$ cat src/rtl/itrd_pkg.sv
package itrd_pkg;

  localparam int VALUE_W   = 32;
  localparam int RADIX_W   = 5;
  localparam int SYMBOL_W  = 8;
  localparam int LENGTH_W  = 6;
  localparam int DIGIT_W   = 4;
  localparam int MAX_DIGITS = 32;
  localparam int DIG_IDX_W = $clog2(MAX_DIGITS);
  // Dividend bits consumed per cycle by the shared divide step.
  localparam int CHUNK_W   = 8;
  localparam int CHUNKS    = VALUE_W / CHUNK_W;
  localparam int STEP_W    = $clog2(CHUNKS);

  localparam logic [RADIX_W-1:0]  RADIX_MIN = RADIX_W'(2);
  localparam logic [RADIX_W-1:0]  RADIX_MAX = RADIX_W'(16);
  localparam logic [SYMBOL_W-1:0] SIGN_CODE = SYMBOL_W'(45);
  localparam logic [SYMBOL_W-1:0] TERM_CODE = SYMBOL_W'(0);

  typedef enum logic [2:0] {
    ST_IDLE,
    ST_DIV,
    ST_SIGN,
    ST_DIGIT,
    ST_TERM
  } state_t;

endpackage

$ cat src/rtl/itrd_in_if.sv
interface itrd_in_if;
  logic                               valid;
  logic                               ready;
  logic signed [itrd_pkg::VALUE_W-1:0] value;
  logic        [itrd_pkg::RADIX_W-1:0] radix;

  modport source (output valid, output value, output radix, input ready);
  modport sink   (input valid, input value, input radix, output ready);
endinterface

$ cat src/rtl/itrd_out_if.sv
interface itrd_out_if;
  logic                           valid;
  logic                           ready;
  logic [itrd_pkg::SYMBOL_W-1:0]  symbol;
  logic                           last;
  logic [itrd_pkg::LENGTH_W-1:0]  length;

  modport source (output valid, output symbol, output last, output length, input ready);
  modport sink   (input valid, input symbol, input last, input length, output ready);
endinterface

$ cat src/rtl/integer_to_radix_digits_core.sv
// Each digit is produced by stepping the shared divide unit through the dividend chunks
// (8 quotient bits per cycle); a conversion yields D digits (1 to 32), after which the
// first symbol is registered from the sign or digit state. A conversion emits S symbols
// (2 to 34), the most for base 2 and the most negative value.
// The input is ready only while no conversion is in progress.
// Reset (rst_n low, synchronous) returns the sequencer to idle and drops out valid.
module integer_to_radix_digits_core (
  input  logic       clk,
  input  logic       rst_n,
  itrd_in_if.sink    in_ch,
  itrd_out_if.source out_ch
);

  itrd_pkg::state_t state_r, state_nxt;

  logic [itrd_pkg::VALUE_W-1:0]   work_r, work_nxt;
  logic [itrd_pkg::DIGIT_W-1:0]   rem_r, rem_nxt;
  logic [itrd_pkg::RADIX_W-1:0]   radix_r, radix_nxt;
  logic                           neg_r, neg_nxt;
  logic [itrd_pkg::STEP_W-1:0]    step_r, step_nxt;
  logic [itrd_pkg::LENGTH_W-1:0]  ndig_r, ndig_nxt;
  logic [itrd_pkg::DIG_IDX_W-1:0] idx_r, idx_nxt;

  logic                           out_valid_r, out_valid_nxt;
  logic [itrd_pkg::SYMBOL_W-1:0]  symbol_r, symbol_nxt;
  logic                           last_r, last_nxt;
  logic [itrd_pkg::LENGTH_W-1:0]  length_r, length_nxt;

  logic [itrd_pkg::DIGIT_W-1:0]   dig_mem [itrd_pkg::MAX_DIGITS];
  logic                           dig_we;
  logic [itrd_pkg::DIGIT_W-1:0]   dig_rd_r;

  logic [itrd_pkg::RADIX_W-1:0]   part;
  logic [itrd_pkg::CHUNK_W-1:0]   qbits;
  logic [itrd_pkg::VALUE_W-1:0]   quo_next;
  logic                           emit_ok;

  assign in_ch.ready   = (state_r == itrd_pkg::ST_IDLE);
  assign out_ch.valid  = out_valid_r;
  assign out_ch.symbol = symbol_r;
  assign out_ch.last   = last_r;
  assign out_ch.length = length_r;

  // Shared divide step: restoring division of the top chunk of the dividend by the
  // base, with the running remainder carried between chunks.
  always_comb begin
    part  = {1'b0, rem_r};
    qbits = '0;
    for (int i = 0; i < itrd_pkg::CHUNK_W; i++) begin
      part = {part[itrd_pkg::RADIX_W-2:0], work_r[itrd_pkg::VALUE_W-1-i]};
      if (part >= radix_r) begin
        part = part - radix_r;
        qbits[itrd_pkg::CHUNK_W-1-i] = 1'b1;
      end
    end
    quo_next = {work_r[itrd_pkg::VALUE_W-itrd_pkg::CHUNK_W-1:0], qbits};
  end

  assign emit_ok = !out_valid_r || out_ch.ready;

  always_comb begin
    state_nxt     = state_r;
    work_nxt      = work_r;
    rem_nxt       = rem_r;
    radix_nxt     = radix_r;
    neg_nxt       = neg_r;
    step_nxt      = step_r;
    ndig_nxt      = ndig_r;
    idx_nxt       = idx_r;
    out_valid_nxt = out_valid_r;
    symbol_nxt    = symbol_r;
    last_nxt      = last_r;
    length_nxt    = length_r;
    dig_we        = 1'b0;

    if (out_ch.ready) begin
      out_valid_nxt = 1'b0;
    end

    unique case (state_r)
      itrd_pkg::ST_IDLE: begin
        if (in_ch.valid) begin
          neg_nxt  = in_ch.value[itrd_pkg::VALUE_W-1];
          // The most negative value negates to itself, which is 2^31 as unsigned.
          work_nxt = in_ch.value[itrd_pkg::VALUE_W-1] ? (~in_ch.value + 1'b1) : in_ch.value;
          priority if (in_ch.radix < itrd_pkg::RADIX_MIN) begin
            radix_nxt = itrd_pkg::RADIX_MIN;
          end else if (in_ch.radix > itrd_pkg::RADIX_MAX) begin
            radix_nxt = itrd_pkg::RADIX_MAX;
          end else begin
            radix_nxt = in_ch.radix;
          end
          rem_nxt   = '0;
          step_nxt  = '0;
          ndig_nxt  = '0;
          state_nxt = itrd_pkg::ST_DIV;
        end
      end
      itrd_pkg::ST_DIV: begin
        work_nxt = quo_next;
        rem_nxt  = part[itrd_pkg::DIGIT_W-1:0];
        step_nxt = step_r + 1'b1;
        if (step_r == itrd_pkg::STEP_W'(itrd_pkg::CHUNKS - 1)) begin
          // Remainder is the next digit, least significant first. A zero value
          // still yields one digit because the quotient is tested only here.
          dig_we   = 1'b1;
          ndig_nxt = ndig_r + 1'b1;
          rem_nxt  = '0;
          if (quo_next == '0) begin
            idx_nxt   = ndig_r[itrd_pkg::DIG_IDX_W-1:0];
            state_nxt = neg_r ? itrd_pkg::ST_SIGN : itrd_pkg::ST_DIGIT;
          end
        end
      end
      itrd_pkg::ST_SIGN: begin
        if (emit_ok) begin
          out_valid_nxt = 1'b1;
          symbol_nxt    = itrd_pkg::SIGN_CODE;
          last_nxt      = 1'b0;
          length_nxt    = '0;
          state_nxt     = itrd_pkg::ST_DIGIT;
        end
      end
      itrd_pkg::ST_DIGIT: begin
        if (emit_ok) begin
          out_valid_nxt = 1'b1;
          symbol_nxt    = {{(itrd_pkg::SYMBOL_W-itrd_pkg::DIGIT_W){1'b0}}, dig_rd_r};
          last_nxt      = 1'b0;
          length_nxt    = '0;
          if (idx_r == '0) begin
            state_nxt = itrd_pkg::ST_TERM;
          end else begin
            idx_nxt = idx_r - 1'b1;
          end
        end
      end
      itrd_pkg::ST_TERM: begin
        if (emit_ok) begin
          out_valid_nxt = 1'b1;
          symbol_nxt    = itrd_pkg::TERM_CODE;
          last_nxt      = 1'b1;
          length_nxt    = ndig_r + {{(itrd_pkg::LENGTH_W-1){1'b0}}, neg_r} + 1'b1;
          state_nxt     = itrd_pkg::ST_IDLE;
        end
      end
      default: begin
        state_nxt = itrd_pkg::ST_IDLE;
      end
    endcase
  end

  always_ff @(posedge clk) begin
    if (!rst_n) begin
      state_r     <= itrd_pkg::ST_IDLE;
      out_valid_r <= 1'b0;
    end else begin
      state_r     <= state_nxt;
      out_valid_r <= out_valid_nxt;
    end
  end

  always_ff @(posedge clk) begin
    work_r   <= work_nxt;
    rem_r    <= rem_nxt;
    radix_r  <= radix_nxt;
    neg_r    <= neg_nxt;
    step_r   <= step_nxt;
    ndig_r   <= ndig_nxt;
    idx_r    <= idx_nxt;
    symbol_r <= symbol_nxt;
    last_r   <= last_nxt;
    length_r <= length_nxt;
  end

  always_ff @(posedge clk) begin
    if (dig_we) begin
      dig_mem[ndig_r[itrd_pkg::DIG_IDX_W-1:0]] <= part[itrd_pkg::DIGIT_W-1:0];
    end
    // A digit written at this edge to the address being read is forwarded.
    if (dig_we && (idx_nxt == ndig_r[itrd_pkg::DIG_IDX_W-1:0])) begin
      dig_rd_r <= part[itrd_pkg::DIGIT_W-1:0];
    end else begin
      dig_rd_r <= dig_mem[idx_nxt];
    end
  end

  a_accept_starts_div: assert property (@(posedge clk) disable iff (!rst_n)
    (in_ch.valid && in_ch.ready) |=> (state_r == itrd_pkg::ST_DIV))
    else $error("transfer accepted without starting the division");

  a_rem_below_radix: assert property (@(posedge clk) disable iff (!rst_n)
    (state_r == itrd_pkg::ST_DIV) |-> (rem_r < radix_r))
    else $error("running remainder not below the base");

  a_last_is_term: assert property (@(posedge clk) disable iff (!rst_n)
    (out_valid_r && last_r) |->
      (symbol_r == itrd_pkg::TERM_CODE && length_r >= itrd_pkg::LENGTH_W'(2)))
    else $error("final symbol is not a terminator with a sane length");

  a_digit_below_radix: assert property (@(posedge clk) disable iff (!rst_n)
    (out_valid_r && !last_r && symbol_r != itrd_pkg::SIGN_CODE) |->
      (symbol_r < {{(itrd_pkg::SYMBOL_W-itrd_pkg::RADIX_W){1'b0}}, radix_r}))
    else $error("emitted digit not below the base");

  a_length_only_on_last: assert property (@(posedge clk) disable iff (!rst_n)
    (out_valid_r && !last_r) |-> (length_r == '0))
    else $error("length set on a symbol that is not the last");

endmodule

$ cat src/flat_wrapper.sv
// flat-port wrapper written by rule: the top's interface ports become plain ports
module integer_to_radix_digits_core_flat 
  (clk, rst_n, in_ch_valid, in_ch_value, in_ch_radix, in_ch_ready, out_ch_valid, out_ch_symbol, out_ch_last, out_ch_length, out_ch_ready);
  itrd_in_if in_ch_i ();
  itrd_out_if out_ch_i ();
  input  logic clk;
  input  logic rst_n;
  input wire logic [$bits(in_ch_i.valid)-1:0] in_ch_valid;
  input wire logic [$bits(in_ch_i.value)-1:0] in_ch_value;
  input wire logic [$bits(in_ch_i.radix)-1:0] in_ch_radix;
  output wire logic [$bits(in_ch_i.ready)-1:0] in_ch_ready;
  output wire logic [$bits(out_ch_i.valid)-1:0] out_ch_valid;
  output wire logic [$bits(out_ch_i.symbol)-1:0] out_ch_symbol;
  output wire logic [$bits(out_ch_i.last)-1:0] out_ch_last;
  output wire logic [$bits(out_ch_i.length)-1:0] out_ch_length;
  input wire logic [$bits(out_ch_i.ready)-1:0] out_ch_ready;
  assign in_ch_i.valid = in_ch_valid;
  assign in_ch_i.value = in_ch_value;
  assign in_ch_i.radix = in_ch_radix;
  assign in_ch_ready = in_ch_i.ready;
  assign out_ch_valid = out_ch_i.valid;
  assign out_ch_symbol = out_ch_i.symbol;
  assign out_ch_last = out_ch_i.last;
  assign out_ch_length = out_ch_i.length;
  assign out_ch_i.ready = out_ch_ready;
  integer_to_radix_digits_core u_core (.clk(clk), .rst_n(rst_n), .in_ch(in_ch_i), .out_ch(out_ch_i));
endmodule
$ cat config.mk
export PLATFORM = sky130hd
export DESIGN_NAME = integer_to_radix_digits_core_flat
export DESIGN_NICKNAME = d
export VERILOG_FILES = /design/src/rtl/itrd_pkg.sv /design/src/rtl/itrd_in_if.sv /design/src/rtl/itrd_out_if.sv /design/src/rtl/integer_to_radix_digits_core.sv /design/src/flat_wrapper.sv
export SDC_FILE = /design/constraint.sdc
export NUM_CORES = 1
export LEC_CHECK = 0
export BUFFER_PORTS_ARGS = -buffer_cell sky130_fd_sc_hd__buf_2
export CAP_MARGIN = 15
export CORE_MARGIN = 2
export CORE_UTILIZATION = 26
export DETAILED_ROUTE_END_ITERATION = 7
export RECOVER_POWER = 50
export SLEW_MARGIN = 20
export SYNTH_ARGS = -nofsm -noshare
export SYNTH_HDL_FRONTEND = slang
export SYNTH_SLANG_ARGS = --single-unit
export TNS_END_PERCENT = 1
$ cat constraint.sdc
create_clock -name clk -period 19.9 [get_ports clk]
set_input_delay 3.98 -clock clk [delete_from_list [all_inputs] [get_ports clk]]
set_output_delay 3.98 -clock clk [all_outputs]
set_load 0.01 [all_outputs]
==> metrics <==
# Post-CTS Setup Buffers 0; minimum clock period 13.42 ns; Worst Max-Slew Pin Slew between 2 and 3 ns; r2r startpoint u_core.radix_r[1]; total die area roughly 0.043 mm2; chip height 207 um; Via density 4.67; final antenna diode count 0; CP Launch Type flop; number of global-route vias before repair 6612; global route overflow 0; Root Buffer clkbuf_16; Final Net Count 985; reg2reg end u_core.idx_r[4]; register area 0.00594 mm2; worst-path fanout max 11; Tcrit/Tclk final 67.5%; Max Clock Freq roughly 0.074 GHz; Max stage delay cell, worst path edfxtp_1; failing checks capacitance limit, slew limit; Distinct cells, synth 60; Routed wire per std cell 16.2 um; Mean Syn Cell Area 12.7 um2; CTS tree built; CTS max path bufs 2; Final Setup Violations 0; Total Neg Setup Slack 0 ns; FFs w/ async S/R, synth 0%; post-synth top area share 54.7%; total CTS buffers 17; # fillers 4126; clk_lat worst skew 0.43 ns; clock net sink count 199; vias approximately 6700; FF-to-FF setup slack 6.48 ns; cells on worst reg2reg path 47; core area 0.0407 mm2; largest net degree at the start of global routing 58; final hold violation count 0; final wirelength 23200 um; synth warn 0; hold buffers post-CTS 0; HP Class reg2reg; status complete, but fails checks; first-pass GRT wire length between 30000 and 40000 um; row count 74; io pins 58; fraction of layout cells with a size suffix above 1 15.5%; Req. time, crit path 19.97 ns; Top FF cell, synth edfxtp_1; Remaining DRCs 0; Worst Setup EP u_core.idx_r[4]; Final Skew approximately 0.013 ns; area delta synth->final 13.5%; Seq/Total Area, Yosys 55.5%; Post-synth EDFFs 195; RSZ-0062 raised after global routing false; Critical Path AT ~13 ns; die width 207 um; most common cell type on the critical path ha_1; Slew HR -95.9%; port bufs 54; Synth area leader edfxtp_1; Post-DP HPWL 16500 um; routability congestion estimate about 0.82; Clock transition at path regs 0.07 ns; Total GRT Usage ~11%; Worst setup EP type flop; multi-input logic area 0.00445 mm2; CTS HTree Levels 4; Iteration-0 DRC Markers approximately 480; antenna viol nets, final 0; crit path kind reg2reg; worst setup path start u_core.radix_r[1]; Synth Instances between 800 and 900; Starting Density 26.3%; DR pass1 iterations 5; cell area after synthesis roughly 0.011 mm2; worst stage delay on the critical path 0.64 ns; #FFs+latches synth 199; max cap viols 3; fin. max-slew vios between 100 and 150; largest cells by area after synthesis edfxtp_1 (55%), mux4_2 (7.8%), ha_1 (5.8%), xor2_1 (3.0%), nor2_1 (2.7%); cts repair resizes 0; antenna violations before repair 0
## synth_stat cells, drive strengths merged (8+ instances only)
cell type and instances:
o31ai 10, clkbuf 26, nand2 67, fa 8, xnor2 19, xor2 37
inv 45, nand3 14, edfxtp 195, nor3 8, nor2b 14, ha 50
mux4 37, a21oi 34, nor2 78, or4 8, o41ai 8, mux2i 12
mux2 11, buf 13, a21o 12, o21ai 56
## state kept, by name, indices dropped and copies added, names as in the netlist
| register | count |
|---|---|
| u_core.out_ch.last | 1 |
| u_core.out_ch.length | 6 |
| u_core.out_ch.valid | 1 |
| u_core.work_r | 32 |
| u_core.neg_r | 1 |
| u_core.ndig_r | 6 |
| u_core.idx_r | 5 |
| u_core.step_r | 2 |
| u_core.radix_r | 5 |
| u_core.rem_r | 4 |
| u_core.out_ch.symbol | 5 |
| u_core.dig_mem | 128 |
| u_core.state_r | 3 |
## cell usage in the layout (no fill, tap or decap), types with 12 or more instances in the layout
cell type  count
edfxtp_1     195
nor2_1        78
nand2_1       67
ha_1          50
o21ai_0       49
inv_1         45
mux4_2        37
xor2_1        37
buf_2         37
a21oi_1       32
xnor2_1       19
clkbuf_1      19
clkbuf_16     17
nor2b_1       14
nand3_1       14
a21o_1        12
## per-layer routing
| metal | part of all wire (%) | global-route usage [%] | vias up | wire length (um) |
|---|---|---|---|---|
| met1 | 49 | 15.6 | 3292 | 11300 |
| met3 | 3.9 | 2.14 | 14 | 897 |
| met4 | 0.90 | 2.61 | 0 | 209 |
| met5 | 0 | 0 | - | 0 |
| li1 | - | - | 3250 | - |
| met2 | 47 | 18.0 | 130 | 10800 |
## through the flow
step / instances / area, um2 / worst slack [ns] / hold slack [ns] / utilization [%]
floorplan: 845 / 10700 / 8.15 / 0.516 / -
global placement: 1399 / 11500 / 6.69 / 0.549 / 28.3
detailed placement: 1399 / 11500 / 6.27 / 0.554 / 28.3
CTS: 1431 / 12200 / 6.25 / 0.570 / 29.9
global route: 1431 / 12100 / 5.36 / 0.582 / 29.8
finish: 1431 / 12100 / 6.48 / 0.568 / 29.8
## cell type report
class                   count  area share [%]
clock inverters            14            1.56
inverters                  45            1.39
well taps                 532            5.48
clock buffers              18            3.62
repair buffers             61            2.42
flip-flops and latches    199            48.9
multi-input cells         562            36.7
## worst max-delay path: cells and delay by family, from the launching register on
kind            cells  cell delay, ns
compound gates     24            5.93
fa+ha+maj           8            2.76
buf+inv             5            0.77
flops               1            0.64
mux                 5            1.71
simple gates        5            1.22
## worst min path at each step
stage	cells after the start	startpoint	end	slack [ns]
detailed placement	2	u_core.work_r[22]	u_core.work_r[30]	0.55
floorplan	2	u_core.work_r[23]	u_core.work_r[31]	0.52
CTS	2	u_core.work_r[22]	u_core.work_r[30]	0.57
finish	1	u_core.step_r[0]	u_core.step_r[0]	0.57
global placement	2	u_core.work_r[22]	u_core.work_r[30]	0.55
global route	1	u_core.step_r[0]	u_core.step_r[0]	0.58
## logic make-up (layout without fill, tap and decap cells)
group                    after synthesis  after routing  synth area share, %
adder cells (fa/ha/maj)               58             58                 7.34
flip-flops                           199            199                 55.5
other                                  1              3               0.0350
buffers and inverters                 84            138                 3.17
AND/OR/NAND/NOR                      235            235                 10.6
multiplexers                          60             60                 10.1
AO/OA/AOI/OAI                        150            150                 8.76
XOR/XNOR                              56             56                 4.58
Power is not shown: default switching activity piles up to over one toggle a cycle in this logic, so the estimate is an artifact.
